==> src/rtl/sre_pkg.sv <==
// shared types and constants for the stepper rate frame encoder
package sre_pkg;

    localparam int JOINTS      = 6;
    localparam int GEAR_REGS   = 6;
    localparam int JOINT_LIMIT = (JOINTS < GEAR_REGS) ? JOINTS : GEAR_REGS;
    localparam int JOINT_W     = (JOINT_LIMIT > 1) ? $clog2(JOINT_LIMIT) : 1;

    localparam int RATE_W   = 32;
    localparam int GEAR_W   = 16;
    localparam int INVERT_W = 6;
    localparam int MAG_W    = 24;
    localparam int DEN_W    = MAG_W + GEAR_W;
    localparam int DIV_W    = RATE_W + 8;

    localparam int QUEUE_DEPTH = 2;

    localparam int CFG_INDEX_W = 3;
    localparam int CFG_DATA_W  = 32;

    localparam logic [CFG_INDEX_W-1:0] CFG_RATE      = 3'd0;
    localparam logic [CFG_INDEX_W-1:0] CFG_INVERT    = 3'd1;
    localparam logic [CFG_INDEX_W-1:0] CFG_GEAR_BASE = 3'd2;
    localparam logic [CFG_INDEX_W-1:0] CFG_GEAR_LAST = 3'd7;

    localparam logic [RATE_W-1:0]   RATE_RESET   = 32'd2882423829;
    localparam logic [INVERT_W-1:0] INVERT_RESET = 6'd3;
    localparam logic [GEAR_W-1:0]   GEAR_RESET   = 16'd256;

    localparam logic [7:0]  FRAME_HEAD = 8'h66;
    localparam logic [15:0] PERIOD_MAX = 16'hFFFF;
    localparam logic [15:0] CRC_INIT   = 16'hFFFF;
    localparam logic [15:0] CRC_POLY   = 16'hA001;

    typedef struct packed {
        logic [2:0]         joint_index;
        logic signed [19:0] angle;
        logic signed [23:0] speed;
    } t_cmd;

    typedef struct packed {
        logic [7:0] frame_byte;
        logic       last_byte;
    } t_frame;

    typedef struct packed {
        logic [DEN_W-1:0] den;
        logic             dir;
    } t_job;

endpackage

==> src/rtl/sre_front.sv <==
// front end: joint check, direction tracking and divisor product
module sre_front (
    input  logic                                         i_clk,
    input  logic                                         i_rst_n,
    input  logic                                         i_push,
    input  sre_pkg::t_cmd                                i_cmd,
    input  logic                                         i_queue_full,
    input  logic [sre_pkg::INVERT_W-1:0]                 i_invert_mask,
    input  logic [sre_pkg::GEAR_REGS-1:0][sre_pkg::GEAR_W-1:0] i_gear,
    output logic                                         o_full,
    output logic                                         o_job_push,
    output sre_pkg::t_job                                o_job
);

    logic signed [19:0]              r_prev_angle [sre_pkg::JOINT_LIMIT];
    logic [sre_pkg::JOINT_LIMIT-1:0] r_held;
    logic [sre_pkg::JOINT_LIMIT-1:0] r_seen;

    logic                            accept;
    logic                            joint_ok;
    logic [sre_pkg::JOINT_W-1:0]     jidx;
    logic [sre_pkg::MAG_W-1:0]       mag;
    logic                            n_held;

    assign o_full   = i_queue_full;
    assign accept   = i_push && !i_queue_full;
    assign joint_ok = ({1'b0, i_cmd.joint_index} < 4'(sre_pkg::JOINT_LIMIT));
    assign jidx     = i_cmd.joint_index[sre_pkg::JOINT_W-1:0];

    always_comb begin
        mag = i_cmd.speed[23] ? sre_pkg::MAG_W'(-i_cmd.speed) : sre_pkg::MAG_W'(i_cmd.speed);
        n_held = r_held[jidx];
        if (r_seen[jidx]) begin
            if (i_cmd.angle > r_prev_angle[jidx]) begin
                n_held = 1'b1;
            end else if (i_cmd.angle < r_prev_angle[jidx]) begin
                n_held = 1'b0;
            end
        end
        o_job.den  = sre_pkg::DEN_W'(mag) * sre_pkg::DEN_W'(i_gear[jidx]);
        o_job.dir  = n_held ^ i_invert_mask[jidx];
        o_job_push = accept && joint_ok;
    end

    always_ff @(posedge i_clk) begin
        if (!i_rst_n) begin
            r_held <= '0;
            r_seen <= '0;
            for (int k = 0; k < sre_pkg::JOINT_LIMIT; k++) begin
                r_prev_angle[k] <= '0;
            end
        end else if (accept && joint_ok) begin
            r_held[jidx]       <= n_held;
            r_seen[jidx]       <= 1'b1;
            r_prev_angle[jidx] <= i_cmd.angle;
        end
    end

endmodule

==> src/rtl/sre_queue.sv <==
// short job queue between front and back
module sre_queue (
    input  logic          i_clk,
    input  logic          i_rst_n,
    input  logic          i_push,
    input  sre_pkg::t_job i_job,
    input  logic          i_pop,
    output logic          o_full,
    output logic          o_empty,
    output sre_pkg::t_job o_job
);

    localparam int PTR_W = (sre_pkg::QUEUE_DEPTH > 1) ? $clog2(sre_pkg::QUEUE_DEPTH) : 1;
    localparam int CNT_W = $clog2(sre_pkg::QUEUE_DEPTH + 1);

    sre_pkg::t_job    r_mem [sre_pkg::QUEUE_DEPTH];
    logic [PTR_W-1:0] r_wr_ptr;
    logic [PTR_W-1:0] r_rd_ptr;
    logic [CNT_W-1:0] r_count;

    logic do_push;
    logic do_pop;

    assign o_full  = (r_count == CNT_W'(sre_pkg::QUEUE_DEPTH));
    assign o_empty = (r_count == '0);
    assign o_job   = r_mem[r_rd_ptr];
    assign do_push = i_push && !o_full;
    assign do_pop  = i_pop && !o_empty;

    always_ff @(posedge i_clk) begin
        if (do_push) begin
            r_mem[r_wr_ptr] <= i_job;
        end
    end

    always_ff @(posedge i_clk) begin
        if (!i_rst_n) begin
            r_wr_ptr <= '0;
            r_rd_ptr <= '0;
            r_count  <= '0;
        end else begin
            if (do_push) begin
                r_wr_ptr <= (r_wr_ptr == PTR_W'(sre_pkg::QUEUE_DEPTH - 1)) ? '0 : r_wr_ptr + 1'b1;
            end
            if (do_pop) begin
                r_rd_ptr <= (r_rd_ptr == PTR_W'(sre_pkg::QUEUE_DEPTH - 1)) ? '0 : r_rd_ptr + 1'b1;
            end
            if (do_push && !do_pop) begin
                r_count <= r_count + 1'b1;
            end else if (do_pop && !do_push) begin
                r_count <= r_count - 1'b1;
            end
        end
    end

endmodule

==> src/rtl/sre_back.sv <==
// back end: iterative period divide, crc and byte output register
module sre_back (
    input  logic                        i_clk,
    input  logic                        i_rst_n,
    input  logic [sre_pkg::RATE_W-1:0]  i_rate,
    input  logic                        i_queue_empty,
    input  sre_pkg::t_job               i_job,
    output logic                        o_queue_pop,
    input  logic                        i_pop,
    output logic                        o_empty,
    output sre_pkg::t_frame             o_frame
);

    localparam int DW    = sre_pkg::DIV_W;
    localparam int CNT_W = $clog2(DW);

    typedef enum logic [1:0] {
        S_IDLE,
        S_DIV,
        S_EMIT
    } t_state;

    function automatic logic [15:0] crc_byte(input logic [15:0] crc_in, input logic [7:0] b);
        logic [15:0] c;
        c = crc_in ^ {8'h00, b};
        for (int k = 0; k < 8; k++) begin
            c = c[0] ? ((c >> 1) ^ sre_pkg::CRC_POLY) : (c >> 1);
        end
        return c;
    endfunction

    t_state                  r_state;
    logic [CNT_W-1:0]        r_cnt;
    logic [2:0]              r_idx;
    logic [sre_pkg::DEN_W-1:0] r_den;
    logic                    r_dir;
    logic [DW-1:0]           r_rem;
    logic [DW-1:0]           r_quo;
    logic [15:0]             r_crc;
    logic                    r_out_valid;
    sre_pkg::t_frame         r_out;

    logic [DW:0]   rem_sh;
    logic [DW:0]   diff;
    logic          ge;
    logic [15:0]   period;
    logic [7:0]    byte_sel;
    logic          load;

    assign o_queue_pop = (r_state == S_IDLE) && !i_queue_empty;
    assign o_empty     = !r_out_valid;
    assign o_frame     = r_out;
    assign load        = (r_state == S_EMIT) && (!r_out_valid || i_pop);

    always_comb begin
        rem_sh = {r_rem, r_quo[DW-1]};
        diff   = rem_sh - {1'b0, DW'(r_den)};
        ge     = !diff[DW];

        if ((r_quo == '0) || (r_quo[DW-1:16] != '0)) begin
            period = sre_pkg::PERIOD_MAX;
        end else begin
            period = r_quo[15:0];
        end

        case (r_idx)
            3'd0:    byte_sel = sre_pkg::FRAME_HEAD;
            3'd1:    byte_sel = period[7:0];
            3'd2:    byte_sel = period[15:8];
            3'd3:    byte_sel = {7'd0, r_dir};
            3'd4:    byte_sel = r_crc[7:0];
            default: byte_sel = r_crc[15:8];
        endcase
    end

    always_ff @(posedge i_clk) begin
        if (!i_rst_n) begin
            r_state     <= S_IDLE;
            r_cnt       <= '0;
            r_idx       <= '0;
            r_out_valid <= 1'b0;
        end else begin
            if (i_pop && r_out_valid && !load) begin
                r_out_valid <= 1'b0;
            end
            case (r_state)
                S_IDLE: begin
                    if (!i_queue_empty) begin
                        r_den   <= i_job.den;
                        r_dir   <= i_job.dir;
                        r_rem   <= '0;
                        r_quo   <= {i_rate, 8'h00};
                        r_cnt   <= '0;
                        r_state <= S_DIV;
                    end
                end
                S_DIV: begin
                    r_rem <= ge ? diff[DW-1:0] : rem_sh[DW-1:0];
                    r_quo <= {r_quo[DW-2:0], ge};
                    r_cnt <= r_cnt + 1'b1;
                    if (r_cnt == CNT_W'(DW - 1)) begin
                        r_idx   <= '0;
                        r_crc   <= sre_pkg::CRC_INIT;
                        r_state <= S_EMIT;
                    end
                end
                S_EMIT: begin
                    if (load) begin
                        r_out.frame_byte <= byte_sel;
                        r_out.last_byte  <= (r_idx == 3'd5);
                        r_out_valid      <= 1'b1;
                        if (r_idx < 3'd4) begin
                            r_crc <= crc_byte(r_crc, byte_sel);
                        end
                        if (r_idx == 3'd5) begin
                            r_state <= S_IDLE;
                        end else begin
                            r_idx <= r_idx + 1'b1;
                        end
                    end
                end
                default: begin
                    r_state <= S_IDLE;
                end
            endcase
        end
    end

endmodule

==> src/rtl/stepper_rate_frame_encoder.sv <==
// top level of the stepper rate frame encoder: configuration registers and wiring
//
//   channel  | handshake          | payload
//   ---------+--------------------+---------------------------------------
//   command  | push / full        | i_cmd   (joint_index, angle, speed)
//   frame    | pop / empty        | o_frame (frame_byte, last_byte)
//   config   | i_cfg_we           | i_cfg_index, i_cfg_data
//
// the front end is combinational and passes each accepted command to the queue; the back end
// then performs one queue pop, 40 restoring divide steps and six byte transfers
// the 40-step divider sets the sustained rate; a two-entry queue decouples the front
// reset clears per-joint angle state and loads the config reset values
// a stalled frame output holds the back end; the front keeps taking items until the queue fills
module stepper_rate_frame_encoder (
    input  logic                              i_clk,
    input  logic                              i_rst_n,
    input  logic                              push,
    output logic                              full,
    input  sre_pkg::t_cmd                     i_cmd,
    input  logic                              pop,
    output logic                              empty,
    output sre_pkg::t_frame                   o_frame,
    input  logic                              i_cfg_we,
    input  logic [sre_pkg::CFG_INDEX_W-1:0]   i_cfg_index,
    input  logic [sre_pkg::CFG_DATA_W-1:0]    i_cfg_data
);

    logic [sre_pkg::RATE_W-1:0]                          r_rate;
    logic [sre_pkg::INVERT_W-1:0]                        r_invert;
    logic [sre_pkg::GEAR_REGS-1:0][sre_pkg::GEAR_W-1:0]  r_gear;

    logic [sre_pkg::CFG_INDEX_W-1:0] gear_sel;
    logic                            job_push;
    sre_pkg::t_job                   job_in;
    logic                            q_full;
    logic                            q_empty;
    logic                            q_pop;
    sre_pkg::t_job                   job_out;

    assign gear_sel = i_cfg_index - sre_pkg::CFG_GEAR_BASE;

    always_ff @(posedge i_clk) begin
        if (!i_rst_n) begin
            r_rate   <= sre_pkg::RATE_RESET;
            r_invert <= sre_pkg::INVERT_RESET;
            for (int k = 0; k < sre_pkg::GEAR_REGS; k++) begin
                r_gear[k] <= sre_pkg::GEAR_RESET;
            end
        end else if (i_cfg_we) begin
            case (i_cfg_index) inside
                sre_pkg::CFG_RATE: begin
                    r_rate <= i_cfg_data[sre_pkg::RATE_W-1:0];
                end
                sre_pkg::CFG_INVERT: begin
                    r_invert <= i_cfg_data[sre_pkg::INVERT_W-1:0];
                end
                [sre_pkg::CFG_GEAR_BASE:sre_pkg::CFG_GEAR_LAST]: begin
                    r_gear[gear_sel] <= i_cfg_data[sre_pkg::GEAR_W-1:0];
                end
                default: begin
                end
            endcase
        end
    end

    sre_front u_front (
        .i_clk         (i_clk),
        .i_rst_n       (i_rst_n),
        .i_push        (push),
        .i_cmd         (i_cmd),
        .i_queue_full  (q_full),
        .i_invert_mask (r_invert),
        .i_gear        (r_gear),
        .o_full        (full),
        .o_job_push    (job_push),
        .o_job         (job_in)
    );

    sre_queue u_queue (
        .i_clk   (i_clk),
        .i_rst_n (i_rst_n),
        .i_push  (job_push),
        .i_job   (job_in),
        .i_pop   (q_pop),
        .o_full  (q_full),
        .o_empty (q_empty),
        .o_job   (job_out)
    );

    sre_back u_back (
        .i_clk         (i_clk),
        .i_rst_n       (i_rst_n),
        .i_rate        (r_rate),
        .i_queue_empty (q_empty),
        .i_job         (job_out),
        .o_queue_pop   (q_pop),
        .i_pop         (pop),
        .o_empty       (empty),
        .o_frame       (o_frame)
    );

endmodule

==> config.mk <==
export PLATFORM = sky130hd
export DESIGN_NAME = stepper_rate_frame_encoder
export DESIGN_NICKNAME = d
export VERILOG_FILES = /design/src/rtl/sre_pkg.sv /design/src/rtl/sre_front.sv /design/src/rtl/sre_queue.sv /design/src/rtl/sre_back.sv /design/src/rtl/stepper_rate_frame_encoder.sv
export SDC_FILE = /design/constraint.sdc
export NUM_CORES = 2
export LEC_CHECK = 0
export BUFFER_PORTS_ARGS = -buffer_cell sky130_fd_sc_hd__buf_4
export CAP_MARGIN = 20
export CORE_AREA = 3 3 363 365
export CTS_BUF_LIST = sky130_fd_sc_hd__clkbuf_4 sky130_fd_sc_hd__clkbuf_8
export DETAILED_ROUTE_END_ITERATION = 6
export DIE_AREA = 0 0 366 368
export GPL_TIMING_DRIVEN = 0
export MAX_ROUTING_LAYER = met4
export PLACE_DENSITY = 0.46
export SYNTH_ARGS = -nofsm -noshare
export SYNTH_HDL_FRONTEND = slang
export SYNTH_HIERARCHICAL = 1
export SYNTH_SLANG_ARGS = --single-unit
==> constraint.sdc <==
create_clock -name i_clk -period 13.5 [get_ports i_clk]
set_input_delay 2.7 -clock i_clk [delete_from_list [all_inputs] [get_ports i_clk]]
set_output_delay 2.7 -clock i_clk [all_outputs]
set_load 0.01 [all_outputs]
---- Word-level counts from Yosys, hierarchy flattened ----
Memories as Yosys holds them, arrays and structs flattened. A register that Yosys moved wholly into a read port is not among the register bits.
Cells that the tools add are included.
operators by class
  $add $sub $neg .......................... 9
  $mul .................................... 1
  $lt $le $gt $ge ......................... 10
  equality and inequality tests ........... 16
  mux-type cells .......................... 64
  bitwise operators ....................... 14
  reductions and logical operators ........ 42
operator list
  operator                                 number
  2-to-1 mux 16 bit                        14
  one-hot mux 40 bit (2 select lines)      2
  2-to-1 mux 40 bit                        3
  bitwise mux 96 bit                       1
  binary-select mux 16 bit (select 3 bit)  1
  demux 16 bit (select 3 bit)              1
  subtractor 41 x 40 -> 41 bit             1
  logical NOT 40 bit                       1
  multiplier 24 x 16 -> 40 bit             1
  one-hot mux 8 bit (5 select lines)       1
  one-hot mux 16 bit (2 select lines)      1
  2-to-1 mux 24 bit                        1
  negator 24 bit                           1
  NOT 2 -> 3 bit                           8
  nonzero test 24 bit                      1
  > comparator 20 bit                      1
  < comparator 20 bit                      1
  2-to-1 mux 20 bit                        1
  OR reduction 20 bit                      1
  2-to-1 mux 1 bit                         19
  XOR 16 x 8 -> 16 bit                     1
  logical AND 1 bit                        13
  2-to-1 mux 2 bit                         6
  2-to-1 mux 3 bit                         4
  other kinds (38)                         71
word-level totals
  register bits after elaboration ......... 267
  bits in writable memories ............... 202
  logic and storage cells ................. 180
  memories kept ........................... 2
memory list
  memory                depth  bits a word  read ports  clocked after Yosys merged registers in  wr ports  line             RTL
  u_front.r_prev_angle  6      20           1           0                                        6         sre_front.sv:15  logic signed [19:0] r_prev_angle [sre_pkg::JOINT_LIMIT];
  u_queue.r_mem         2      41           1           1                                        1         sre_queue.sv:16  sre_pkg::t_job r_mem [sre_pkg::QUEUE_DEPTH];

---- Logic depth before layout (Yosys ltp) ----
  depth after elaboration ................. 24
  mapped depth ............................ 30

---- Modules after synthesis ----
Netlist, hierarchy kept.
by module, submodules not included
  module                      times used  cells an instance  area each (um^2)
  sre_front                   1           2205               20918.8
  sre_back                    1           920                9370.2
  stepper_rate_frame_encoder  1           490                5108.6
  sre_queue                   1           153                3183.1

---- Least setup slack after synthesis ----
No wires, ideal clock.
  path type ............................... input -> register
  from .................................... input port i_cmd[0] (netlist name)
  to ...................................... memory u_queue/r_mem[0][39] (netlist name), data pin
  library setup time ...................... 0.197 ns
  arrival ................................. 9.950 ns
  path slack .............................. 3.353 ns
  stages on the path ...................... 27
  path buffers ............................ 1
  cells stage by stage .................... inv_1 > clkbuf_1 > ha_1 > nand2b_1 > or4_1 > or4_4 > o31a_1 > xor2_1 > nand2_1 > fa_1 > fa_1 > fa_1 > inv_1 > fa_1 > fa_1 > inv_1 > fa_1 > inv_1 > ha_1 > and3_1 > nand2_1 > o31ai_1 > a31oi_1 > o211ai_1 > a21oi_1 > a2111o_1 > a221oi_1
RTL lines
  what             line                              RTL
  start, declared  stepper_rate_frame_encoder.sv:19  input sre_pkg::t_cmd i_cmd,
  end, declared    sre_queue.sv:16

==> reports/metrics.cfg <==
[finish]
final_common_cell=nand2_1
layout-drive-gt1-share_pct=10.47
syn2layout_area_growth_pct=14.14
nNetsFinal=4595
most-common-layout-cells=532 x nand2_1, 441 x inv_1, 388 x edfxtp_1, 374 x nor2_1, 307 x fa_1
final_core_util_pct=34.10
fillers=13463

[setup_path]
endpoint_kind=register
path_class=input pin to register
cp_max_fo=10
required_ns=14.00
cp_slowest_cell=a22oi_1
timing.critical_path.mode_cell=fa_1
critPathLaunchType=input pin
arrival_ns=12.38
cp_slowest_stage_delay_ns=0.80

[hold_path]
hold_path.class=register to register

[floorplan]
coreArea_um2=129200
die_h_um=368
start_util_pct=29.87
die_area_um2=134700
num_rows=132
num_io_pins=98
die_x_um=366

[synthesis]
async_reset_ff_share_pct=0
synth_edf_count=388
yosys_warnings=6
synthSimpleGateAreaFrac_pct=14.00
netlist_area_um2=38580
ys.flop_type=edfxtp_1
synth_compound_area_share_pct=8.568
synth_top_family_by_area=adder cells
syn_avg_cell_area_um2=10.24
syn_inst=3768
synth.distinct_cells=98
synth-seq-cells=551
synthXorXnorAreaFrac_pct=3.211
synth-adder-area-share_pct=21.77
muxShareOfSynthArea_pct=7.339
yosysSeqAreaShare_pct=38.66

[sta]
worstMarginPinSlew_ns=1.236
skew_ns=0.05337
relSlewSlack_pct=17.32
timing_hold_violations_final=0
fmaxAchievable_mhz=84.23
setup-tns-final_ns=0
finalCritPeriodShare_pct=87.95
fin_crit_ns=11.87
setup_viol=0
drv_slew=0
rsz0062_at_grt=false

[placement]
gp_congestion=0.8798
numPortBuffers=92
dp_hpwl_um=89630

[pwr]
leakage_nw=18.74
vdd_drop_max_uv=135.1
powerDensity_nw_per_um2=194.4

[routing]
first_iter_violations=1586
num_vias=27835
drt_wl_total_um=119400
drc=0
first_pass_iters=5
vias_per_cell=4.761
wire_per_inst_um=20.42
ant_nets=0

[cts]
root_buffer=clkbuf_8
cts_setup_buffers=0
insertion_delay_ns=0.80
h-tree-depth=3
path_clk_slew_ns=0.06
cts_resized=0
cts_buffers=99
cts_tree=done
clk_path_buf_depth=3
cts.hold.buffers_added=0
cts.sinks=551

[global_route]
grt_use_total_pct=18.22
antenna_found_initial=4
first_global_vias=29183
grt_first_pass_wirelength_um=181700
grt_max_degree=37
grt_overflow=0

[run_status]
status=finished, final reports clean

[flow_run]
cap_violations=0

==> synth_stat cells (all sizes together), types with 56 or more instances <==
| cell type | n | area [um^2] |
|---|---|---|
| xnor2 | 75 | 724.4 |
| edfxtp | 388 | 11650 |
| dfxtp | 163 | 3263 |
| fa | 307 | 6146 |
| mux2 | 59 | 664.4 |
| o21ai | 91 | 455.4 |
| xor2 | 56 | 490.5 |
| nor2b | 64 | 400.4 |
| a21oi | 117 | 585.6 |
| mux2i | 203 | 2032 |
| nand2 | 533 | 2001 |
| inv | 442 | 1659 |
| ha | 180 | 2252 |
| clkbuf | 129 | 504.2 |
| nor2 | 377 | 1431 |
==> layer usage <==
metal | part of all wire (%) | vias to the layer above | routed length (um) | track usage (%)
met2 | 47 | 651 | 55710 | 29.18
li1 | - | 13197 | - | -
met1 | 45 | 13782 | 53820 | 23.35
met5 | 0 | - | 0 | -
met3 | 4.7 | 205 | 5665 | 2.910
met4 | 3.5 | 0 | 4199 | 6.560
==> critical path, delay by kind of cell <==
kind / cells / cell delay, ns
AOI/OAI and AO/OA: 7 / 2.71
and+or+nand+nor: 2 / 0.57
buffers and inverters: 9 / 2.95
adders and majority gates: 7 / 3.22
xor gates and xnor gates: 1 / 0.21
==> worst paths after layout <==
check	start	to	slack, ns	depth (start not counted)
min reg2reg	r_gear[79]	r_gear[79]	0.46	2
max	i_cmd[46]	u_queue/r_mem[1][36]	1.63	26
min	r_gear[79]	r_gear[79]	0.46	2
max reg2reg	r_gear[95]	u_queue/r_mem[1][36]	4.96	22
==> per-stage QoR <==
step	setup slack, ns	power [W]	area (um^2)	hold WS (ns)	instances
floorplan	3.353	0.005670	38730	0.4343	3807
global placement	0.6283	0.006952	41600	0.4436	5641
detailed placement	1.007	0.006987	42000	0.4482	5660
CTS	1.862	0.008659	44000	0.4588	5838
global route	1.268	0.009331	44030	0.4739	5846
finish	1.627	0.008561	44040	0.4591	5847
==> cell families after synthesis <==
logic type / count (synthesis)
AO/OA/AOI/OAI: 489
other: 1
buffers and inverters: 624
multiplexers: 268
XOR/XNOR: 132
adder cells (fa/ha/maj): 487
flip-flops: 551
AND/OR/NAND/NOR: 1216
==> state kept, by name (all words and copies together), names as in the netlist, 2 cells and up, named ones only <==
| register | count |
|---|---|
| r_rate | 32 |
| u_back/r_crc | 16 |
| u_front/r_prev_angle | 160 |
| u_back/r_cnt | 6 |
| u_front/r_held | 6 |
| u_back/r_idx | 3 |
| r_gear | 96 |
| u_back/r_rem | 40 |
| u_front/r_seen | 6 |
| u_back/r_state | 2 |
| u_queue/r_mem | 82 |
| u_queue/r_count | 2 |
| u_back/r_den | 40 |
| u_back/r_quo | 40 |
| r_invert | 6 |
| u_back/o_frame | 9 |
==> report_power, final <==
part / internal (W) / switching, W
sequential: 0.00239 / 0.0000909
combinational: 0.00169 / 0.00279
clock: 0.000870 / 0.000741
==> layout make-up <==
type	instances	area [um^2]	share of cell area, %
antenna	7	17.52	0.03978
buffer	182	828.3	1.881
clock buffer	148	1780	4.043
clock inverter	30	226.5	0.5143
inverter	442	1659	3.767
multi-input combinational	2632	21440	48.69
sequential	551	14910	33.87
tap	1742	2180	4.949
timing repair buffer	113	991.0	2.250
No activity file was read; power rests on OpenSTA's default activity.
